`src/initiator_order_tracker_defines.svh`:
```
// assertion macros shared by the order tracker modules
`ifndef INITIATOR_ORDER_TRACKER_DEFINES_SVH
`define INITIATOR_ORDER_TRACKER_DEFINES_SVH

// same-cycle implication, off while reset is held
`define IOT_ASSERT_IMP(label, clk, rst_n, ante, cons) \
    label: assert property (@(posedge clk) disable iff (!rst_n) (ante) |-> (cons)) \
        else $error("order tracker assertion failed");

// next-cycle implication, off while reset is held
`define IOT_ASSERT_NXT(label, clk, rst_n, ante, cons) \
    label: assert property (@(posedge clk) disable iff (!rst_n) (ante) |=> (cons)) \
        else $error("order tracker assertion failed");

`endif

```
`src/iot_pkg.sv`:
```
// types and constants of the initiator order tracker
package iot_pkg;

    localparam int QUEUES_DEF     = 16;
    localparam int LIST_DEPTH_DEF = 32;
    localparam int ID_BITS_DEF    = 16;

    localparam int OP_W   = 2;
    localparam int QI_W   = 4;
    localparam int WID_W  = 16;
    localparam int KIND_W = 2;
    localparam int MODE_W = 2;

    localparam logic [OP_W-1:0] OP_SET_MODE = 2'd0;
    localparam logic [OP_W-1:0] OP_ADD      = 2'd1;
    localparam logic [OP_W-1:0] OP_FINISH   = 2'd2;
    localparam logic [OP_W-1:0] OP_CHECK    = 2'd3;

    localparam logic [MODE_W-1:0] MODE_INORDER = 2'd0;
    localparam logic [MODE_W-1:0] MODE_UNSET   = 2'd3;

    localparam logic [KIND_W-1:0] KIND_RELAXED = 2'd1;
    localparam logic [KIND_W-1:0] KIND_STRONG  = 2'd2;

    typedef enum logic [1:0] {
        ST_IDLE,
        ST_DECODE,
        ST_FRONT,
        ST_SCAN
    } t_state;

    // commands from controller to datapath
    typedef struct packed {
        logic load;
        logic exec;
        logic rd_front;
        logic emit_front;
        logic scan_start;
        logic scan;
        logic scan_end;
    } t_dp_cmd;

    // status from datapath to controller
    typedef struct packed {
        logic            in_range;
        logic [OP_W-1:0] op;
        logic            inorder;
        logic            kind_strong;
        logic            cnt_zero;
        logic            scan_done;
    } t_dp_sts;

endpackage

```
`src/iot_ctrl.sv`:
```
// controller state machine of the order tracker
`include "initiator_order_tracker_defines.svh"

module iot_ctrl (
    input  logic             i_clk,
    input  logic             i_rst_n,
    input  logic             i_start,
    output logic             o_busy,
    output iot_pkg::t_dp_cmd o_cmd,
    input  iot_pkg::t_dp_sts i_sts
);
    import iot_pkg::*;

    t_state r_state;
    t_state n_state;
    logic   need_front;
    logic   need_scan;

    assign need_front = i_sts.in_range && (i_sts.op == OP_CHECK) && i_sts.inorder
                        && i_sts.kind_strong && !i_sts.cnt_zero;
    assign need_scan  = i_sts.in_range && (i_sts.op == OP_FINISH) && i_sts.inorder
                        && !i_sts.cnt_zero;

    always_ff @(posedge i_clk) begin
        if (!i_rst_n) begin
            r_state <= ST_IDLE;
        end else begin
            r_state <= n_state;
        end
    end

    always_comb begin
        n_state = r_state;
        case (r_state)
            ST_IDLE: begin
                if (i_start) n_state = ST_DECODE;
            end
            ST_DECODE: begin
                if (need_front)     n_state = ST_FRONT;
                else if (need_scan) n_state = ST_SCAN;
                else                n_state = ST_IDLE;
            end
            ST_FRONT: begin
                n_state = ST_IDLE;
            end
            ST_SCAN: begin
                if (i_sts.scan_done) n_state = ST_IDLE;
            end
            default: begin
                n_state = ST_IDLE;
            end
        endcase
    end

    always_comb begin
        o_cmd  = '0;
        o_busy = (r_state != ST_IDLE);
        case (r_state)
            ST_IDLE: begin
                o_cmd.load = i_start;
            end
            ST_DECODE: begin
                if (need_front)     o_cmd.rd_front   = 1'b1;
                else if (need_scan) o_cmd.scan_start = 1'b1;
                else                o_cmd.exec       = 1'b1;
            end
            ST_FRONT: begin
                o_cmd.emit_front = 1'b1;
            end
            ST_SCAN: begin
                o_cmd.scan     = 1'b1;
                o_cmd.scan_end = i_sts.scan_done;
            end
            default: begin
                o_cmd = '0;
            end
        endcase
    end

    `IOT_ASSERT_NXT(a_load_decodes, i_clk, i_rst_n, o_cmd.load, r_state == ST_DECODE)
    `IOT_ASSERT_NXT(a_front_one_cycle, i_clk, i_rst_n, r_state == ST_FRONT, r_state == ST_IDLE)
    `IOT_ASSERT_IMP(a_one_action, i_clk, i_rst_n, 1'b1, ($onehot0({o_cmd.exec, o_cmd.rd_front, o_cmd.emit_front, o_cmd.scan_start, o_cmd.scan_end})))

endmodule

```
`config.mk`:
```
export PLATFORM = sky130hd
export DESIGN_NAME = iot_ctrl
export DESIGN_NICKNAME = d
export VERILOG_FILES = /design/src/iot_pkg.sv /design/src/iot_ctrl.sv
export VERILOG_INCLUDE_DIRS = /design/src /design/src/src
export SDC_FILE = /design/constraint.sdc
export NUM_CORES = 1
export LEC_CHECK = 0
export BUFFER_PORTS_ARGS = -buffer_cell sky130_fd_sc_hd__buf_2
export CORE_AREA = 5 5 42 44
export CTS_BUF_LIST = sky130_fd_sc_hd__clkbuf_4
export CTS_CLUSTER_SIZE = 12
export DETAILED_ROUTE_END_ITERATION = 16
export DIE_AREA = 0 0 47 49
export PLACE_DENSITY_LB_ADDON = 0.2
export SLEW_MARGIN = 20
export SYNTH_ARGS = -nofsm -noshare
export SYNTH_HDL_FRONTEND = slang
export SYNTH_SLANG_ARGS = --single-unit
export TNS_END_PERCENT = 30
```
`constraint.sdc`:
```
create_clock -name i_clk -period 1.17 [get_ports i_clk]
set_input_delay 0.234 -clock i_clk [delete_from_list [all_inputs] [get_ports i_clk]]
set_output_delay 0.234 -clock i_clk [all_outputs]
set_load 0.005 [all_outputs]
```
Yosys cells after proc, flatten, opt, wreduce, memory -nomap -nowiden. Index checks and enable logic that the tools add are counted.

Register bits after elaboration: 2. Input port bits: 10. Word-level logic and storage cells: 34.

Equality and inequality tests: 7. Muxes and demuxes: 15. Reductions and logical operators: 11.

Operator list (number): $mux 2 (6); $eq 2x2->1 const B (4); $mux 1 (8); $pmux 2 s4 (1); $logic_and 1x1->1 (7); $ne 2x2->1 const B (2); $eq 2x1->1 const B (1); $logic_not 2->1 (1); $reduce_and 2->1 (1); $reduce_bool 2->1 (1); $logic_not 1->1 (1).

Logic depth before layout (Yosys ltp). Gate-level depths: netlist of run 1.

Word-level depth: 7. Gate-level depth with buffers: 3. Depth with buffers taken out: 3.

Worst setup path before layout of run 1. Ideal clock, no wire load.

Path kind: register to register. From: register r_state[0]. To: register r_state[0]. Setup time: 0.120 ns. Data arrival time: 0.831 ns. Path slack: 0.219 ns. Cell stages (with the launch flop): 4. Path buffers: 0. Period minus slack after synthesis: 0.951 ns. Path through: dfxtp_1 > and2_1 > nor2b_1 > o31a_1.

Word-level cells in the longest chain between the ends: 3.

RTL lines: start: declaration (line iot_ctrl.sv:14) `t_state r_state;`; start signal: assignment (line iot_ctrl.sv:28) `r_state <= n_state;`; $eq 2x2->1 or $logic_not 2->1 (tied branches) (line iot_ctrl.sv:34) `case (r_state)`; $ne 2x2->1 (no source line); $reduce_and 2->1 (no source line).

Parallel ways exist; a longest one is shown, timed or not. A chain may end at the register's enable or synchronous reset.

==> impl_results.md, run 1 <==
- Status: finished, violations left
- Failing checks: negative setup slack
- Grt ovf: 0
- Top flop regs: r_state (2)
- R2R Path End: r_state[0]$_SDFFE_PN0P_
- CP Class: flip-flop to output port
- Placer's final routability congestion estimate: 0.620
- Dominant cell type by area after synthesis: dfxtp_1
- Fraction of layout cells with a size suffix above 1: slightly below 70%
- Final slew viol count: 0
- Maximum vdd ir drop: 0.250 mV
- Synth Instances: 21
- Mean post-synth cell area: 8.40 sq um
- Die height: 49 um
- Worst Tran Pin Value: 0.189 ns
- Skew final: 0.00321 ns
- CP max FO: 6
- CTS sink cnt: 2
- Initial Utilization: between 10% and 20%
- Initial antenna violation count: 0
- Die Wd: 47 um
- Area grow syn2layout: 91.5%
- Relative slew slack: 87.3%
- Final worst-path cycle share: 107%
- Overall Power: 0.000276 W
- Post-DP Area: 289 sq um
- Avg WL per Cell: 8.86 um
- Minimum clock period: 1.25 ns
- Area of the multi-input gates: 149 sq um
- Yosys warns: 0
- Post-route antenna net violation count: 0
- Post-synthesis sequential area ratio: 22.7%
- Mapped Nets: 31
- Post-synth top area share: 22.7%
- R2R Setup Slk: 0.12 ns
- H-tree levels: 1
- TritonCTS clock tree: built
- Type of the worst min-delay path: primary input to flip-flop
- RR Startpoint: r_state[1]$_SDFFE_PN0P_
- Antenna Cells: 0
- Synth top area cells: dfxtp_1, nand4b_4, nor2b_1, and3_1, nor3_2
- Root buf cell: clkbuf_4
- Detailed placement HPWL: around 450 um
- Worst Hold Path EP: r_state[0]$_SDFFE_PN0P_
- Worst path required time: 0.94 ns
- Layout fillers: 168
- Final Cell Area: between 300 and 400 sq um
- Post-route worst setup slack: -0.0836 ns
- Vias in the first global route: between 200 and 250
- CTS clk-pin slew, worst paths: ~0.030 ns
- Global-route wire length before repair: 917 um
- DIE AREA: 2300 sq um
- Vias per cell: 3.83
- Number of CTS-inserted buffers: 3
- Hold path start: i_rst_n
- Yosys cell types: 16
- Final nets: 55
- Skew-Pair Late Insertion Delay: 0.22 ns
- RSZ-0062 raised after global routing: yes
- Post-Syn Area: 176 sq um
- Core Footprint: 1400 sq um
- Port Buffer Count: 17
- Pre-antenna DRT Iters: 2
- Leak: approximately 0.19 nW
- R2r worst-path depth: 4
- Maximum clock rate: 798 MHz
- PwrDens: 816 nW/um^2
- Detailed-route via count: approximately 230
- Biggest register: r_state
- Top Ports: 18
- CP Data Arrival Time: 1.02 ns
- Max-cap viol count: 0
- Final Routed Wirelength: 523 um
- Final Hold Viols: 0
- Cells on Worst Hold Path: 2
- First DRT Iteration DRCs: 1
- Std-Cell Rows: 14
- Max reg flops: 2
- Crit. End Element: output port
- Hold_buf cts: 0
- Clock tree buffer depth: 2
- DR DRC count: 0
- Largest net degree at the start of global routing: 7
- Register area: approximately 43 sq um
- Final setup violation count: 2
- Total GRT Usage: slightly above 6%
- Post-synthesis register bit count: 2
- Type of origin of the critical path: flip-flop
[metal layers]
metal,share of wire [%],global-route usage [%],vias up
met5,0,0,-
met4,2.3,8.29,0
li1,-,-,118
met3,14,2.95,2
met1,34,5.70,96
met2,49,7.69,10
[cells by family after synthesis]
| group | share of synthesized area [%] |
|---|---|
| simple gates | 66.0 |
| flops | 22.7 |
| compound gates | 9.22 |
| buf+inv | 2.13 |
[worst max-delay path by stage]
stage	from	end	slack, ns	depth (start not counted)
floorplan	r_state[0]$_SDFFE_PN0P_	r_state[0]$_SDFFE_PN0P_	0.22	3
global placement	i_sts[1]	o_cmd[2]	0.05	4
detailed placement	i_sts[1]	o_cmd[2]	0.05	4
CTS	r_state[0]$_SDFFE_PN0P_	o_cmd[6]	-0.10	3
global route	r_state[0]$_SDFFE_PN0P_	o_cmd[6]	-0.15	3
finish	r_state[0]$_SDFFE_PN0P_	o_cmd[6]	-0.08	3
[area by class of cell]
cell class | count | area share, %
Tap cell | 16 | 5.93
Sequential cell | 2 | 12.6
Clock buffer | 3 | 6.67
Multi-Input combinational cell | 18 | 44.1
Timing Repair Buffer | 19 | 29.6
Inverter | 1 | 1.11
[synth_stat cells (all sizes together)]
cell type	instances
and2	1
and3	2
dfxtp	2
inv	1
nand2	1
nand2b	1
nand4b	1
nor2	3
nor2b	3
nor3	2
o31a	1
o31ai	1
or2	1
or2b	1
[critical path: stages, from the launching register on]
cell and delay, ns:
dfxtp_2 0.34, or2_1 0.23, nor2_2 0.10, buf_2 0.12
[cell usage in the layout, fill, tap and decap left out, drive strengths merged, types with 2 or more instances in the layout]
cell / n
and3: 2
clkbuf: 3
dfxtp: 2
nor3: 2
nor2: 3
buf: 19
nor2b: 3
[through the flow]
stage | hold WS, ns | setup TNS [ns] | setup slack (ns) | instances | utilization, %
2_1_floorplan | 0.362 | 0 | 0.219 | 21 | -
3_3_place_gp | 0.477 | 0 | 0.0485 | 55 | 20.6
3_5_place_dp | 0.466 | 0 | 0.0539 | 55 | 20.6
4_1_cts | 0.230 | -0.301 | -0.102 | 59 | 23.8
5_1_grt | 0.231 | -0.390 | -0.146 | 59 | 24.1
6_report | 0.238 | -0.0996 | -0.0836 | 59 | 24.1
[power by group]
part | internal (W) | leakage, nW | switching (W)
logic | 0.0000266 | 0.162 | 0.0000239
registers | 0.0000715 | 0.0172 | 0.00000362
clock network | 0.000113 | 0.0138 | 0.0000370
[timing repair]
item                       in CTS  in global routing
pin swaps                       1                  3
setup buffers                   1                  0
gates cloned                    0                  0
resized for setup               4                  1
setup endpoints to repair       6                  6
Power figures use the tool's default switching activity.
==> run 2, diff against run 1 <==
==> constraint.sdc (replaced) <==
create_clock -name i_clk -period 1.1 [get_ports i_clk]
set_input_delay 0.22 -clock i_clk [delete_from_list [all_inputs] [get_ports i_clk]]
set_output_delay 0.22 -clock i_clk [all_outputs]
set_load 0.005 [all_outputs]
==> run 2 against run 1 <==
Effect of this change: the flow still finishes with violations (negative setup slack); utilization up 1.2 points; clock power is 8% higher; register-to-register slack lost 0.07 ns; sequential cell count stayed put; clock skew is 0.00075 ns lower; sequential share of layout area shrank 0.62 points; first-iteration DRC count grew to 3.0 times the previous value; clock-buffer cell count stayed put; final area up 5.2%; die area did not move; largest cell class unchanged; highest routed layer is now met3.
==> impl_results.md, run 2 (synthesis results as in run 1) <==
- Worst Tran Pin Value: 0.179 ns (was 0.189 ns)
- Detailed-route via count: 224 (was 226)
- Layout fillers: 166 (was 168)
- CP Class: flip-flop to output port (unchanged)
- Type of the worst min-delay path: primary input to flip-flop (unchanged)
- Final worst-path cycle share: 112%
- Placer's final routability congestion estimate: 0.629 (was 0.620)
- Final setup violation count: 6 (was 2)
- Largest net degree at the start of global routing: 7 (unchanged)
- Status: finished, violations left (unchanged)
- P_int: 0.000230 W (was 0.000211 W)
- Final Hold Viols: 0 (unchanged)
- R2r worst-path depth: 4 (unchanged)
- Root buf cell: clkbuf_4 (unchanged)
- H-tree levels: 1 (unchanged)
- Maximum clock rate: 811 MHz
- Core Footprint: 1400 sq um (unchanged)
- Clock tree buffer depth: 2 (unchanged)
- Failing checks: negative setup slack (unchanged)
- Grt ovf: 0 (unchanged)
- CTS sink cnt: 2 (unchanged)
- RR Startpoint: r_state[0]$_SDFFE_PN0P_ (was r_state[1]$_SDFFE_PN0P_)
- Port Buffer Count: 17 (unchanged)
- Hold slack: 0.236 ns (was 0.238 ns)
- Fraction of layout cells with a size suffix above 1: 71.1% (was 67.4%)
- Comb pwr share: 20.3% (was 18.3%)
- Crit path cell chain: or2_1, nor2_2, buf_2 (unchanged)
- Worst path required time: 0.88 ns (was 0.94 ns)
- R2R Setup Slk: 0.05 ns (was 0.12 ns)
- Total GRT Usage: 5.48% (was 6.05%)
- Cell Count, Final, Fillers Out: 61 (was 59)
- Hold_buf cts: 0 (unchanged)
- R2R Path End: r_state[0]$_SDFFE_PN0P_ (unchanged)
- Number of CTS-inserted buffers: 3 (unchanged)
- Maximum vdd ir drop: 0.234 mV (was 0.250 mV)
- Minimum clock period: 1.23 ns
- Type of origin of the critical path: flip-flop (unchanged)
- DR DRC count: 0 (unchanged)
- Most common cell after layout, fill and taps aside: buf_2 (unchanged)
- Sequential Power Share: 26.3% (was 27.3%)
- CP Data Arrival Time: 1.01 ns (was 1.02 ns)
- Vias in the first global route: 232 (was 242)
- Top Ports: 18 (unchanged)
- Final Routed Wirelength: 551 um (was 523 um)
- NetSw: 0.0000732 W (was 0.0000646 W)
- Skew final: 0.00246 ns (was 0.00321 ns)
- Top flop regs: r_state (2) (unchanged)
- Post-Place Cells: 55 (unchanged)
- Most frequent cells in the layout: buf_2, buf_4, clkbuf_4 (was buf_2, nor2b_1, clkbuf_4)
- Std-Cell Rows: 14 (unchanged)
- TritonCTS clock tree: built (unchanged)
- Die height: 49 um (unchanged)
- Post-route antenna net violation count: 0 (unchanged)
- Hold path start: i_rst_n (unchanged)
- Die Wd: 47 um (unchanged)
- Final slew viol count: 0 (unchanged)
- Detailed placement HPWL: 438 um (was 446 um)
- Max-cap viol count: 0 (unchanged)
- Crit. End Element: output port (unchanged)
- Antenna Cells: 0 (unchanged)
- Relative slew slack: 88.0% (was 87.3%)
- Initial Utilization: 12.6% (unchanged)
- Final nets: 57 (was 55)
- CTS clk-pin slew, worst paths: 0.03 ns (about the same)
- Biggest register: r_state (unchanged)
- Worst path bufs/invs: 1 (unchanged)
- Sw frac: 24.1% (was 23.4%)
- Delay-heaviest family, CP: flip-flops (unchanged)
- Slowest CP cell: dfxtp_2 (unchanged)
- Pre-antenna DRT Iters: 2 (unchanged)
- PwrDens: 854 nW/um^2 (was 816 nW/um^2)
- Initial antenna violation count: 0 (unchanged)
- Post-route worst setup slack: -0.132 ns (was -0.0836 ns)
- Leak: 0.202 nW (was 0.193 nW)
- Cells on Worst Hold Path: 2 (unchanged)
- First DRT Iteration DRCs: 3 (was 1)
- Max reg flops: 2 (unchanged)
- Avg WL per Cell: 9.03 um (was 8.86 um)
- Worst Hold Path EP: r_state[0]$_SDFFE_PN0P_ (unchanged)
- Skew-Pair Late Insertion Delay: 0.22 ns (about the same)
- RSZ-0062 raised after global routing: yes (unchanged)
- DIE AREA: 2300 sq um (unchanged)
- Area grow syn2layout: 101% (was 91.5%)
- Clock power share: 53.4% (was 54.4%)
- Slowest stage delay, CP: 0.34 ns (about the same)
- Vias per cell: 3.67 (was 3.83)
- CP max FO: 5 (was 6)
- Global-route wire length before repair: 897 um (was 917 um)
==> run 2: changes by cell type in the layout (fill, tap and decap cells not counted), sizes merged <==
cell  before  now
buf       19   21
==> run 2: worst max path at each step <==
stage	startpoint	to	slack, ns	cells past startpoint
detailed placement	i_sts[1]	o_cmd[2]	0.02	4
CTS	r_state[1]$_SDFFE_PN0P_	o_cmd[2]	-0.16	3
global placement	i_sts[1]	o_cmd[2]	0.006	4
floorplan	r_state[0]$_SDFFE_PN0P_	r_state[0]$_SDFFE_PN0P_	0.15	3
finish	r_state[0]$_SDFFE_PN0P_	o_cmd[6]	-0.13	3
global route	r_state[1]$_SDFFE_PN0P_	o_cmd[6]	-0.18	3
==> run 2: worst reg2reg max path, cell delays in order, from the launching register on <==
cell     delay (ns)
dfxtp_2        0.37
or2_1          0.15
nor2_2         0.04
buf_4          0.12
o31a_1         0.26
==> run 2: stage by stage <==
step	util [%]	instance area (sq um)	total power (W)	setup WS (ns)	setup TNS [ns]
4_1_cts	24.3	340	0.000312	-0.161	-0.614
3_3_place_gp	20.6	289	0.000133	0.00601	0
3_5_place_dp	20.6	289	0.000133	0.0221	0
5_1_grt	25.4	355	0.000326	-0.177	-0.750
6_report	25.4	355	0.000304	-0.132	-0.416
2_1_floorplan	-	176	0.0000991	0.149	0
==> run 2: per-layer routing <==
metal / up-vias / track usage [%] / routed length (um)
li1: 121 / - / -
met1: 93 / 5.46 / 248
met2: 10 / 7.47 / 244
met3: 0 / 4.06 / 59
met4: 0 / 4.15 / 0
met5: - / 0 / 0
==> run 2: power by group through the flow <==
stage,Clock (W),Sequential [W],Combinational [W]
6_report,0.000162,0.0000798,0.0000617
3_3_place_gp,0,0.0000795,0.0000538
4_1_cts,0.000174,0.0000795,0.0000577
5_1_grt,0.000178,0.0000799,0.0000679
2_1_floorplan,0,0.0000788,0.0000203
3_5_place_dp,0,0.0000791,0.0000542
==> run 2: repair_timing <==
| action | CTS | global route |
|---|---|---|
| resized for setup | 4 | 2 |
| gates cloned | 0 | 0 |
| setup buffers | 2 | 1 |
| setup endpoints to repair | 8 | 9 |
| pin swaps | 1 | 1 |
==> run 2: final cells by class <==
cell class                 count  area [sq um]  area share (%)
clock buffer                   3          22.5            6.34
inverter                       1          3.75            1.06
multi-input combinational     18           151            42.6
sequential                     2          42.5            12.0
tap                           16          20.0            5.63
timing repair buffer          21           115            32.4
